`src/rtl/rprd_pkg.sv`:
```
// Shared types and constants for the radio packet receive deframer.
// Depends on nothing; every rtl file except rprd_stream_if imports it.
package rprd_pkg;

  // Configuration port geometry.
  localparam int unsigned CFG_IDX_W  = 3;
  localparam int unsigned CFG_DATA_W = 16;

  // Configuration register indexes.
  localparam logic [CFG_IDX_W-1:0] CFG_NODE_ADDR  = 3'd0;
  localparam logic [CFG_IDX_W-1:0] CFG_BCAST_ADDR = 3'd1;
  localparam logic [CFG_IDX_W-1:0] CFG_PROMISC    = 3'd2;
  localparam logic [CFG_IDX_W-1:0] CFG_MAX_LEN    = 3'd3;
  localparam logic [CFG_IDX_W-1:0] CFG_ACK_SENT   = 3'd4;
  localparam logic [CFG_IDX_W-1:0] CFG_ACK_REQ    = 3'd5;

  // Frame length limits: hard clamp and header size.
  localparam logic [6:0] LEN_LIMIT  = 7'd66;
  localparam logic [6:0] HEADER_LEN = 7'd5;

  // Result kinds.
  localparam logic [1:0] KIND_PAYLOAD = 2'd0;
  localparam logic [1:0] KIND_EMPTY   = 2'd1;
  localparam logic [1:0] KIND_REJECT  = 2'd2;

  // Register reset values.
  localparam logic [15:0] BCAST_RESET    = 16'd255;
  localparam logic [7:0]  ACK_SENT_RESET = 8'd128;
  localparam logic [7:0]  ACK_REQ_RESET  = 8'd64;

  // Configuration register set.
  typedef struct packed {
    logic [15:0] node_address;
    logic [15:0] broadcast_address;
    logic        promiscuous;
    logic [6:0]  max_frame_len;
    logic [7:0]  ack_sent_mask;
    logic [7:0]  ack_req_mask;
  } cfg_t;

  // One received FIFO word.
  typedef struct packed {
    logic       frame_start;
    logic [7:0] rx_byte;
  } rx_word_t;

  // One result word.
  typedef struct packed {
    logic [1:0]  kind;
    logic [7:0]  payload_byte;
    logic [5:0]  byte_index;
    logic [5:0]  data_len;
    logic [15:0] dest_id;
    logic [15:0] source_id;
    logic        ack_seen;
    logic        ack_wanted;
    logic        last;
  } res_word_t;

endpackage

```
`src/rtl/rprd_stream_if.sv`:
```
// Valid/ready stream interface used for the byte input and the result output.
// The payload type is given per instance; no other dependencies.
interface rprd_stream_if #(
  parameter type payload_t = logic
) ();
  logic     valid;
  logic     ready;
  payload_t data;

  modport source (output valid, output data, input ready);
  modport sink (input valid, input data, output ready);
endinterface

```
`src/rtl/rprd_cfg_regs.sv`:
```
// Configuration register file of the deframer, written through a plain port.
// Depends on rprd_pkg.
module rprd_cfg_regs (
  input  logic                            clk,
  input  logic                            rst,
  input  logic                            we,
  input  logic [rprd_pkg::CFG_IDX_W-1:0]  index,
  input  logic [rprd_pkg::CFG_DATA_W-1:0] wdata,
  output rprd_pkg::cfg_t                  cfg
);
  import rprd_pkg::*;

  // Each write lands in one register, masked to its width; other indexes do nothing.
  always_ff @(posedge clk) begin
    if (rst) begin
      cfg.node_address      <= '0;
      cfg.broadcast_address <= BCAST_RESET;
      cfg.promiscuous       <= 1'b0;
      cfg.max_frame_len     <= LEN_LIMIT;
      cfg.ack_sent_mask     <= ACK_SENT_RESET;
      cfg.ack_req_mask      <= ACK_REQ_RESET;
    end else if (we) begin
      unique case (index)
        CFG_NODE_ADDR:  cfg.node_address      <= wdata;
        CFG_BCAST_ADDR: cfg.broadcast_address <= wdata;
        CFG_PROMISC:    cfg.promiscuous       <= wdata[0];
        CFG_MAX_LEN:    cfg.max_frame_len     <= wdata[6:0];
        CFG_ACK_SENT:   cfg.ack_sent_mask     <= wdata[7:0];
        CFG_ACK_REQ:    cfg.ack_req_mask      <= wdata[7:0];
        default: begin
        end
      endcase
    end
  end
endmodule

```
`src/rtl/rprd_hdr_fsm.sv`:
```
// Header parsing state machine: consumes one registered byte per step and
// decides the result word for it. Depends on rprd_pkg.
module rprd_hdr_fsm (
  input  logic                 clk,
  input  logic                 rst,
  input  logic                 step,
  input  rprd_pkg::rx_word_t   word,
  input  rprd_pkg::cfg_t       cfg,
  output logic                 has_res,
  output rprd_pkg::res_word_t  res
);
  import rprd_pkg::*;

  typedef enum logic [2:0] {
    PH_IDLE, PH_TGT_HI, PH_TGT_LO, PH_SND_HI,
    PH_SND_LO, PH_CTL, PH_PAYLOAD, PH_DISCARD
  } phase_t;

  phase_t      phase, phase_next;
  logic [6:0]  frame_length, frame_length_next;
  logic [5:0]  payload_count, payload_count_next;
  logic [15:0] target_id, target_id_next;
  logic [15:0] sender_id, sender_id_next;
  logic [1:0]  ack_flags, ack_flags_next;

  logic [6:0]  len_lim;
  logic [5:0]  dlen;
  logic [15:0] tgt_full;
  logic        addr_ok;
  logic        ackr, ackq;
  logic        is_last;

  // Values derived from the current byte and state.
  always_comb begin
    len_lim  = (cfg.max_frame_len > LEN_LIMIT) ? LEN_LIMIT : cfg.max_frame_len;
    dlen     = (frame_length >= HEADER_LEN) ? 6'(frame_length - HEADER_LEN) : '0;
    tgt_full = {target_id[15:8], word.rx_byte};
    addr_ok  = cfg.promiscuous || (tgt_full == cfg.node_address) ||
               (tgt_full == cfg.broadcast_address);
    ackr     = |(word.rx_byte & cfg.ack_sent_mask);
    ackq     = (|(word.rx_byte & cfg.ack_req_mask)) &&
               (target_id != cfg.broadcast_address);
    is_last  = ({1'b0, payload_count} + 7'd1) >= {1'b0, dlen};
  end

  // Next state and the result for this byte.
  always_comb begin
    phase_next         = phase;
    frame_length_next  = frame_length;
    payload_count_next = payload_count;
    target_id_next     = target_id;
    sender_id_next     = sender_id;
    ack_flags_next     = ack_flags;
    has_res            = 1'b0;
    res                = '0;
    res.dest_id        = target_id;

    if (word.frame_start) begin
      // A length byte always opens a new frame, dropping any unfinished one.
      frame_length_next  = (word.rx_byte > {1'b0, len_lim}) ? len_lim : word.rx_byte[6:0];
      payload_count_next = '0;
      target_id_next     = '0;
      sender_id_next     = '0;
      ack_flags_next     = '0;
      phase_next         = PH_TGT_HI;
    end else begin
      unique case (phase)
        PH_TGT_HI: begin
          target_id_next = {word.rx_byte, 8'd0};
          phase_next     = PH_TGT_LO;
        end
        PH_TGT_LO: begin
          target_id_next = tgt_full;
          if (!addr_ok || (frame_length < HEADER_LEN)) begin
            phase_next  = PH_DISCARD;
            has_res     = 1'b1;
            res.kind    = KIND_REJECT;
            res.dest_id = tgt_full;
            res.last    = 1'b1;
          end else begin
            phase_next = PH_SND_HI;
          end
        end
        PH_SND_HI: begin
          sender_id_next = {word.rx_byte, 8'd0};
          phase_next     = PH_SND_LO;
        end
        PH_SND_LO: begin
          sender_id_next = {sender_id[15:8], word.rx_byte};
          phase_next     = PH_CTL;
        end
        PH_CTL: begin
          ack_flags_next     = {ackq, ackr};
          payload_count_next = '0;
          if (dlen == '0) begin
            phase_next     = PH_IDLE;
            has_res        = 1'b1;
            res.kind       = KIND_EMPTY;
            res.source_id  = sender_id;
            res.ack_seen   = ackr;
            res.ack_wanted = ackq;
            res.last       = 1'b1;
          end else begin
            phase_next = PH_PAYLOAD;
          end
        end
        PH_PAYLOAD: begin
          has_res          = 1'b1;
          res.kind         = KIND_PAYLOAD;
          res.payload_byte = word.rx_byte;
          res.byte_index   = payload_count;
          res.data_len     = dlen;
          res.source_id    = sender_id;
          res.ack_seen     = ack_flags[0];
          res.ack_wanted   = ack_flags[1];
          res.last         = is_last;
          if (is_last) begin
            phase_next         = PH_IDLE;
            payload_count_next = '0;
          end else begin
            payload_count_next = payload_count + 6'd1;
          end
        end
        PH_IDLE, PH_DISCARD: begin
          // Bytes outside a frame are dropped.
        end
      endcase
    end
  end

  // State registers advance once per consumed byte.
  always_ff @(posedge clk) begin
    if (rst) begin
      phase         <= PH_IDLE;
      frame_length  <= '0;
      payload_count <= '0;
      target_id     <= '0;
      sender_id     <= '0;
      ack_flags     <= '0;
    end else if (step) begin
      phase         <= phase_next;
      frame_length  <= frame_length_next;
      payload_count <= payload_count_next;
      target_id     <= target_id_next;
      sender_id     <= sender_id_next;
      ack_flags     <= ack_flags_next;
    end
  end
endmodule

```
`src/rtl/rprd_out_reg.sv`:
```
// Result register: holds one result word until the downstream side takes it.
// Depends on rprd_pkg.
module rprd_out_reg (
  input  logic                clk,
  input  logic                rst,
  input  logic                load,
  input  rprd_pkg::res_word_t load_data,
  input  logic                take,
  output logic                valid,
  output rprd_pkg::res_word_t data
);
  import rprd_pkg::*;

  logic valid_next;

  // A load wins over a take in the same cycle, keeping the stage full.
  always_comb begin
    if (load) begin
      valid_next = 1'b1;
    end else if (take) begin
      valid_next = 1'b0;
    end else begin
      valid_next = valid;
    end
  end

  always_ff @(posedge clk) begin
    if (rst) begin
      valid <= 1'b0;
    end else begin
      valid <= valid_next;
    end
  end

  // The payload needs no reset.
  always_ff @(posedge clk) begin
    if (load) begin
      data <= load_data;
    end
  end
endmodule

```
`src/rtl/radio_packet_rx_deframer_unit.sv`:
```
// Top level of the radio packet receive deframer.
// Depends on rprd_pkg, rprd_stream_if, rprd_cfg_regs, rprd_hdr_fsm, rprd_out_reg.
//
//   Channel  Direction  Word         Handshake
//   rx       in         rx_word_t    rx.valid / rx.ready
//   res      out        res_word_t   res.valid / res.ready
//   cfg      in         index, data  cfg_we only
//
// One byte is accepted per cycle while the parser does not stall. An accepted byte
// is loaded into the input register first; when the parser consumes it, its result
// word, if any, goes into the result register. Reset clears the input and result
// valid bits, the parser phase and the registers to their defaults. While a
// result waits, an empty input register still takes a byte; the parser stalls
// only when the result register is full and not being taken.
module radio_packet_rx_deframer_unit (
  input  logic                            clk,
  input  logic                            rst,
  input  logic                            cfg_we,
  input  logic [rprd_pkg::CFG_IDX_W-1:0]  cfg_index,
  input  logic [rprd_pkg::CFG_DATA_W-1:0] cfg_wdata,
  rprd_stream_if.sink                     rx,
  rprd_stream_if.source                   res
);
  import rprd_pkg::*;

  cfg_t      cfg;
  logic      in_valid;
  rx_word_t  in_word;
  logic      step;
  logic      has_res;
  res_word_t res_next;

  rprd_cfg_regs u_cfg (
    .clk   (clk),
    .rst   (rst),
    .we    (cfg_we),
    .index (cfg_index),
    .wdata (cfg_wdata),
    .cfg   (cfg)
  );

  // The parser consumes the held byte whenever the result stage can take a word.
  assign step     = in_valid && (!res.valid || res.ready);
  assign rx.ready = !in_valid || step;

  // Input register.
  always_ff @(posedge clk) begin
    if (rst) begin
      in_valid <= 1'b0;
    end else if (rx.ready) begin
      in_valid <= rx.valid;
    end
  end

  always_ff @(posedge clk) begin
    if (rx.valid && rx.ready) begin
      in_word <= rx.data;
    end
  end

  rprd_hdr_fsm u_fsm (
    .clk     (clk),
    .rst     (rst),
    .step    (step),
    .word    (in_word),
    .cfg     (cfg),
    .has_res (has_res),
    .res     (res_next)
  );

  rprd_out_reg u_out (
    .clk       (clk),
    .rst       (rst),
    .load      (step && has_res),
    .load_data (res_next),
    .take      (res.ready),
    .valid     (res.valid),
    .data      (res.data)
  );
endmodule

```
`src/flat_wrapper.sv`:
```
// flat-port wrapper written by rule: the top's interface ports become plain ports
module radio_packet_rx_deframer_unit_flat import rprd_pkg::*;
  (clk, rst, cfg_we, cfg_index, cfg_wdata, rx_valid, rx_data, rx_ready, res_valid, res_data, res_ready);
  rprd_stream_if #(.payload_t(rx_word_t)) rx_i ();
  rprd_stream_if #(.payload_t(res_word_t)) res_i ();
  input  logic clk;
  input  logic rst;
  input  logic cfg_we;
  input  logic [rprd_pkg::CFG_IDX_W-1:0] cfg_index;
  input  logic [rprd_pkg::CFG_DATA_W-1:0] cfg_wdata;
  input wire logic [$bits(rx_i.valid)-1:0] rx_valid;
  input wire logic [$bits(rx_i.data)-1:0] rx_data;
  output wire logic [$bits(rx_i.ready)-1:0] rx_ready;
  output wire logic [$bits(res_i.valid)-1:0] res_valid;
  output wire logic [$bits(res_i.data)-1:0] res_data;
  input wire logic [$bits(res_i.ready)-1:0] res_ready;
  assign rx_i.valid = rx_valid;
  assign rx_i.data = rx_data;
  assign rx_ready = rx_i.ready;
  assign res_valid = res_i.valid;
  assign res_data = res_i.data;
  assign res_i.ready = res_ready;
  radio_packet_rx_deframer_unit u_core (.clk(clk), .rst(rst), .cfg_we(cfg_we), .cfg_index(cfg_index), .cfg_wdata(cfg_wdata), .rx(rx_i), .res(res_i));
endmodule
```
`config.mk`:
```
export PLATFORM = sky130hd
export DESIGN_NAME = radio_packet_rx_deframer_unit_flat
export DESIGN_NICKNAME = d
export VERILOG_FILES = /design/src/rtl/rprd_pkg.sv /design/src/rtl/rprd_stream_if.sv /design/src/rtl/rprd_cfg_regs.sv /design/src/rtl/rprd_hdr_fsm.sv /design/src/rtl/rprd_out_reg.sv /design/src/rtl/radio_packet_rx_deframer_unit.sv /design/src/flat_wrapper.sv
export SDC_FILE = /design/constraint.sdc
export NUM_CORES = 1
export LEC_CHECK = 0
export BUFFER_PORTS_ARGS = -buffer_cell sky130_fd_sc_hd__buf_2
export CAP_MARGIN = 15
export CELL_PAD_IN_SITES_DETAIL_PLACEMENT = 0
export CELL_PAD_IN_SITES_GLOBAL_PLACEMENT = 1
export CORE_UTILIZATION = 45
export DETAILED_ROUTE_END_ITERATION = 10
export PLACE_DENSITY_LB_ADDON = 0.25
export SYNTH_ARGS = -nofsm -noshare
export SYNTH_HDL_FRONTEND = slang
export SYNTH_SLANG_ARGS = --single-unit
```
`constraint.sdc`:
```
create_clock -name clk -period 8.2 [get_ports clk]
set_input_delay 0.41 -clock clk [delete_from_list [all_inputs] [get_ports clk]]
set_output_delay 0.41 -clock clk [all_outputs]
set_load 0.005 [all_outputs]
```
==> results of run 1 <==
-- worst max path at each step --
| stage | from | to | slack, ns | depth (start not counted) |
|---|---|---|---|---|
| final | u_core.in_word[6] | u_core.u_out.data[11] | 4.84 | 7 |
| after global routing | u_core.in_word[1] | u_core.u_out.data[39] | 4.61 | 7 |
| after CTS | u_core.in_word[1] | u_core.u_out.data[11] | 4.83 | 7 |
| after detailed placement | u_core.in_word[1] | u_core.u_out.data[41] | 4.84 | 7 |
| after global placement | u_core.in_word[1] | u_core.u_out.data[11] | 4.94 | 7 |
| after floorplan | u_core.u_fsm.frame_length[0] | u_core.u_out.data[0] | 2.00 | 7 |
-- kinds of logic (layout without fill, tap and decap cells) --
logic type	Yosys count	in the layout	synth area share
adder cells (fa/ha/maj)	16	16	0.0255
multiplexers	21	21	0.0325
buffers and inverters	61	143	0.0359
AO/OA/AOI/OAI	151	151	0.118
flip-flops	174	174	0.528
AND/OR/NAND/NOR	332	332	0.206
XOR/XNOR	48	48	0.0546
-- cell type report --
type	instances	area (µm²)
clock buffer	20	447
clock inverter	12	114
fill	1545	7860
inverter	16	60.1
multi-input combinational	568	3430
sequential	174	4140
tap	220	275
timing repair buffer	95	485
-- per-layer routing --
layer | part of all wire | vias to the layer above | GRT usage
met5 | 0 | - | 0
met4 | 0.020 | 0 | 0.0886
met3 | 0.048 | 29 | 0.0420
met2 | 0.47 | 178 | 0.347
met1 | 0.46 | 2741 | 0.284
li1 | - | 2943 | -
-- through the flow --
step | worst slack (ns) | instances | hold slack (ns)
6_report | 4.84 | 1105 | 0.158
5_1_grt | 4.61 | 1105 | 0.155
4_1_cts | 4.83 | 1105 | 0.150
3_5_place_dp | 4.84 | 1073 | 0.442
3_3_place_gp | 4.94 | 1073 | 0.438
2_1_floorplan | 2.00 | 803 | 0.427
-- critical path: cells and delay by family (launching register included) --
kind / cells / cell delay, ns
XOR/XNOR: 1 / 0.23
AND/OR/NAND/NOR: 3 / 0.47
buffers and inverters: 1 / 0.59
flip-flops: 1 / 0.65
AO/OA/AOI/OAI: 2 / 1.04
-- cells in the mapped netlist, types with 8 or more instances --
cell,count,area share
clkbuf_1,29,0.014
mux2i_1,9,0.011
a21oi_1,87,0.056
xnor2_1,42,0.047
nor3_1,14,0.0089
o21ai_0,11,0.0070
and2_1,29,0.023
dfxtp_1,108,0.28
nor2_1,51,0.024
buf_2,9,0.0057
a22oi_1,15,0.014
inv_1,16,0.0077
edfxtp_1,66,0.25
ha_1,16,0.026
nand3_1,34,0.022
nand2_1,138,0.066
nand2b_1,8,0.0064
nand3b_1,12,0.011
mux2_4,8,0.015
nand4_1,12,0.0096
-- flip-flops by register name, indices dropped and copies added (netlist names), 2 cells and up --
name	count
u_core.u_fsm.target_id	16
u_core.u_fsm.sender_id	16
u_core.u_fsm.phase	3
u_core.u_fsm.payload_count	6
u_core.u_out.data	57
u_core.u_fsm.frame_length	7
u_core.in_word	9
u_core.u_fsm.ack_flags	2
u_core.u_cfg.cfg	56
-- power by group through the flow --
| stage | registers, mW | clock network (mW) | logic (mW) |
|---|---|---|---|
| 2_1_floorplan | 0.933 | 0 | 0.0941 |
| 3_3_place_gp | 0.944 | 0 | 0.116 |
| 3_5_place_dp | 0.946 | 0 | 0.118 |
| 4_1_cts | 0.926 | 0.778 | 0.119 |
| 5_1_grt | 0.928 | 0.811 | 0.131 |
| 6_report | 0.927 | 0.767 | 0.118 |
==> out/results.ini, run 1 <==
[run_status]
status = finished, final reports clean

[synth]
yosys_warnings = 0
synthCells = 803
synth_area_mm2 = 0.00784
synth_edf_count = 66
synth.net_count = 852
ys_seq_elements = 174
ys_types = 61
ys.flop_type = dfxtp_1
seq_area_frac_synth = 0.528
postSynthAreaPerCell_um2 = 9.77
async_reset_ff_frac = 0

[worst_setup_path]
cp-end-kind = flop
slowest_delay_ns = 0.74
reg2reg_setup_slack_ns = 4.84
arrival_ns = 3.43
r2r-start = u_core.in_word[6]
r2r_cells = 7
crit_path_start_kind = flop
r2r-end = u_core.u_out.data[11]
critPathKind = reg2reg
crit_path_cell_trace = xnor2_1 -> nand4_1 -> nor4_1 -> nor3_1 -> o21ai_0 -> a211oi_4 -> buf_4
crit_slowest_cell = a211oi_4
required_ns = 8.27
cp_max_fo = 44

[route]
drtPass1Iterations = 5
wl_per_cell_um = 16.7
routed_wl_um = 18400
drtAntennaViolNets = 0
viasPerCell = 5.33
initialDrtViolationCount = 345
drcViolationCount = 0
vias = 5891

[global_routing]
grt_pass1_vias = 5618
grt_remaining_overflow = 0
antenna_found_initial = 0
track_usage = 0.215
grt_start_max_net_pins = 62
grt_first_pass_wirelength_um = 29800

[power_and_ir_drop]
irDropWorstVdd_mv = 0.157
internal-power_mw = 1.38
powerDensity_mw_per_mm2 = 202
p_sw_frac = 0.238
power_frac_comb = 0.065
pwr-share-clk = 0.423
power.switching_uw = 432
power.share.sequential = 0.512
p_leak_nw = 3.25
p_total_mw = 1.81

[finish]
drive_gt1_frac = 0.168
fin_util = 0.533
final_nets = 921
final_common_cell = nand2_1
syn2layout_area_growth_pct = 14.2
antenna-diode-count = 0
final_cell_mix = nand2_1 (138), dfxtp_1 (108), buf_2 (91), a21oi_1 (87), edfxtp_1 (66)
fin_area_mm2 = 0.00896

[min_path]
min_to = u_core.in_word[8]
min_from = rx_data[8]
whs_path_depth = 1
hp-class = in2reg

[clock_network]
post_cts_buffers = 0
cts.sinks = 174
clock-root-buffer = clkbuf_16
cts_tree = done
clock_path_buffers = 2
cts_resized = 0
clkSlewWorstSetupHoldPaths_ns = 0.06
clk_latency_ns = 0.43
cts-htree-levels = 4
holdBufCountCts = 0
cts_made_buffers = 17

[floorplan]
rows = 47
ioPinCount = 92
dieArea_mm2 = 0.0180
start_util = 0.466
die_width_um = 134
core_area_mm2 = 0.0168
die_y_um = 134

[timing]
tightest_slew_ns = 0.915
clock.fmax_mhz = 297
finalSetupViolCount = 0
hold_violations = 0
setup-tns-final_ns = 0
fin_crit_ns = 3.36
slew_violations = 0
rsz0062_at_grt = false
period_share = 0.410
worst_clock_skew_ns = 0.00918
relSlewSlack = 0.390

[place]
place_congestion = 0.876
place_area_mm2 = 0.00840
post-dp-hpwl_um = 13400
portBuffers = 91

[flow_run]
cap_violations = 0

Note: power is estimated with default switching activity, not from simulation.
==> inputs of run 2 (changes only) <==
--- a/config.mk
+++ b/config.mk
@@ -9,7 +9,7 @@
 export CAP_MARGIN = 15
 export CELL_PAD_IN_SITES_DETAIL_PLACEMENT = 0
 export CELL_PAD_IN_SITES_GLOBAL_PLACEMENT = 1
-export CORE_UTILIZATION = 45
+export CORE_UTILIZATION = 41
 export DETAILED_ROUTE_END_ITERATION = 10
 export PLACE_DENSITY_LB_ADDON = 0.25
 export SYNTH_ARGS = -nofsm -noshare
==> constraint.sdc (replaced) <==
create_clock -name clk -period 2.7 [get_ports clk]
set_input_delay 0.135 -clock clk [delete_from_list [all_inputs] [get_ports clk]]
set_output_delay 0.135 -clock clk [all_outputs]
set_load 0.005 [all_outputs]
==> run 2 against run 1 <==
  * Setup slack got worse by 4.8 ns
  * Fmax up 28%
  * Clock skew about the same
  * Clock power grew to 3.3 times the previous value
  * Core utilization shrank 2.0 points
  * Cell count grew 6.0%
  * Register-to-register slack worse by 4.8 ns
  * Hold slack worse by 0.14 ns
  * Sequential share of layout area fell by 3.0 points
  * Sequential power grew to 3.0 times the previous value
  * Via count up 4.7%
  * Critical path type unchanged
  * Largest cell class unchanged
  * Highest routed layer unchanged
==> out/results.ini, run 2 (synthesized netlist as in run 1, its figures left out) <==
[timing]
tightest_slew_ns = 1.14  ; +0.228 ns
finalSetupViolCount = 0  ; unchanged
worst_clock_skew_ns = 0.00926  ; +0.0000771 ns
period_share = 0.970  ; +0.560
clock.fmax_mhz = 382  ; +28%
slew_violations = 0  ; unchanged
relSlewSlack = 0.232  ; -0.158
fin_crit_ns = 2.62  ; -0.746 ns
hold_violations = 0  ; unchanged
rsz0062_at_grt = true

[worst_setup_path]
required_ns = 3.02  ; -5.25 ns
r2r_cells = 10  ; +3
r2r-start = u_core.u_fsm.frame_length[2]
slowest_delay_ns = 0.52  ; -0.22 ns
crit_path_start_kind = flop
crit_start = u_core.u_fsm.frame_length[2]
cp-end-kind = flop
arrival_ns = 2.94  ; -0.49 ns
crit_slowest_cell = dfxtp_1
crit_path_cell_trace = o21ai_4 -> nand4b_1 -> buf_6 -> nand2b_1 -> ha_1 -> a2111oi_4 -> o211ai_2 -> nor4b_2 -> nor3_1 -> a2111oi_2
critPathKind = reg2reg
cp_max_fo = 10  ; -77%

[global_routing]
grt_first_pass_wirelength_um = 31300  ; +5.1%
grt_remaining_overflow = 0  ; unchanged
grt_pass1_vias = 5884  ; +4.7%
antenna_found_initial = 0  ; unchanged
track_usage = 0.206  ; -0.00945
grt_start_max_net_pins = 63  ; +1.6%

[floorplan]
dieArea_mm2 = 0.0197  ; +9.6%
die_width_um = 140  ; +4.7%
core_area_mm2 = 0.0187  ; +11%
start_util = 0.419  ; -0.0470
die_y_um = 140  ; +4.7%
rows = 50  ; +6.4%
ioPinCount = 92  ; unchanged

[route]
drtPass1Iterations = 5  ; unchanged
vias = 6169  ; +4.7%
viasPerCell = 5.27  ; -1.2%
drcViolationCount = 0  ; unchanged
wl_per_cell_um = 16.7  ; +0.13%
initialDrtViolationCount = 443  ; +28%
routed_wl_um = 19600  ; +6.1%
drtAntennaViolNets = 0  ; unchanged

[run_status]
status = finished, final reports clean

[power_and_ir_drop]
irDropWorstVdd_mv = 0.462  ; +190%
p_leak_nw = 3.54  ; +8.9%
powerDensity_mw_per_mm2 = 601  ; +200%

[finish]
top_register = u_core.u_out.data
final_common_cell = nand2_1
fin_util = 0.513  ; -0.0197
fill_cells = 1685  ; +9.1%
final_cell_mix = nand2_1 (138), dfxtp_1 (106), buf_2 (91), a21oi_1 (83), edfxtp_1 (66)
final_nets = 973  ; +5.6%
drive_gt1_frac = 0.216  ; +0.0472
reg_top3 = u_core.u_out.data: 57 flops, u_core.u_cfg.cfg: 56 flops
largest_register_ffs = 57  ; unchanged
syn2layout_area_growth_pct = 22.3
antenna-diode-count = 0  ; unchanged
layout.cells.non_filler = 1171  ; +6.0%

[place]
portBuffers = 91  ; unchanged
place_congestion = 0.833  ; -4.9%
place_inst = 1117  ; +4.1%
post-dp-hpwl_um = 14000  ; +4.3%

[clock_network]
clk_latency_ns = 0.43  ; about the same
cts.sinks = 174  ; unchanged
cts-htree-levels = 4  ; unchanged
cts_made_buffers = 17  ; unchanged
clock-root-buffer = clkbuf_16
cts_tree = done
clock_path_buffers = 2  ; unchanged
clkSlewWorstSetupHoldPaths_ns = 0.07  ; about the same

[flow_run]
cap_violations = 0  ; unchanged

[min_path]
whs_path_depth = 3  ; +2
hp-class = in2reg
min_from = cfg_wdata[6]

==> run 2: cell type report <==
| cell class | count | area, µm² | share of cell area |
|---|---|---|---|
| clock buffers | 21 | 472 | 0.0492 |
| clock inverters | 11 | 125 | 0.0130 |
| inverters | 16 | 60.1 | 0.00626 |
| multi-input cells | 568 | 3530 | 0.369 |
| flip-flops and latches | 174 | 4150 | 0.433 |
| well taps | 234 | 293 | 0.0305 |
| repair buffers | 147 | 958 | 0.0999 |
==> run 2: metrics by stage <==
stage          area, µm²  power, mW  hold slack [ns]  setup TNS (ns)  worst slack, ns
6_report            9590       5.76           0.0141               0           0.0815
3_5_place_dp        8690       3.28            0.315               0           0.0362
4_1_cts             9490       5.79          0.00297               0          0.00678
5_1_grt             9590       5.95           0.0148          -0.361           -0.102
2_1_floorplan       7890       3.12            0.234          -28.59           -0.501
3_3_place_gp        8690       3.27            0.313               0            0.105
==> run 2: worst paths after layout <==
| check | to | slack [ns] |
|---|---|---|
| worst min register to register | u_core.u_fsm.sender_id[8] | 0.45 |
| worst max register to register | u_core.u_fsm.phase[2] | 0.08 |
| worst min-delay path | u_core.u_cfg.cfg[46] | 0.01 |
| worst max-delay path | u_core.u_fsm.phase[2] | 0.08 |
==> run 2: layer usage <==
layer | GRT usage | vias to the layer above | routed length [µm]
met5 | 0 | - | 0
met4 | 0.0821 | 0 | 366
met3 | 0.0332 | 24 | 752
met2 | 0.333 | 155 | 9200
met1 | 0.275 | 2939 | 9260
li1 | - | 3051 | -
==> run 2: what timing repair did <==
action                                  CTS  global route
endpoints found under the setup margin    0            12
resized for setup                         0            19
buffers inserted                          0             2
endpoints found under the hold margin    27             0
hold buffers                             20             0
==> run 2: critical path: cells and delay by family, from the launching register on <==
family                   cells  cell delay (ns)
AO/OA/AOI/OAI                4             0.91
adder cells (fa/ha/maj)      1             0.33
flip-flops                   1             0.52
buffers and inverters        1             0.15
AND/OR/NAND/NOR              4             0.61
==> run 2: report_power, final <==
| part | switching, mW | internal [mW] | leakage (nW) | total (mW) |
|---|---|---|---|---|
| sequential | 0.0508 | 2.75 | 1.48 | 2.80 |
| combinational | 0.262 | 0.204 | 1.76 | 0.467 |
| clock | 1.04 | 1.45 | 0.296 | 2.50 |
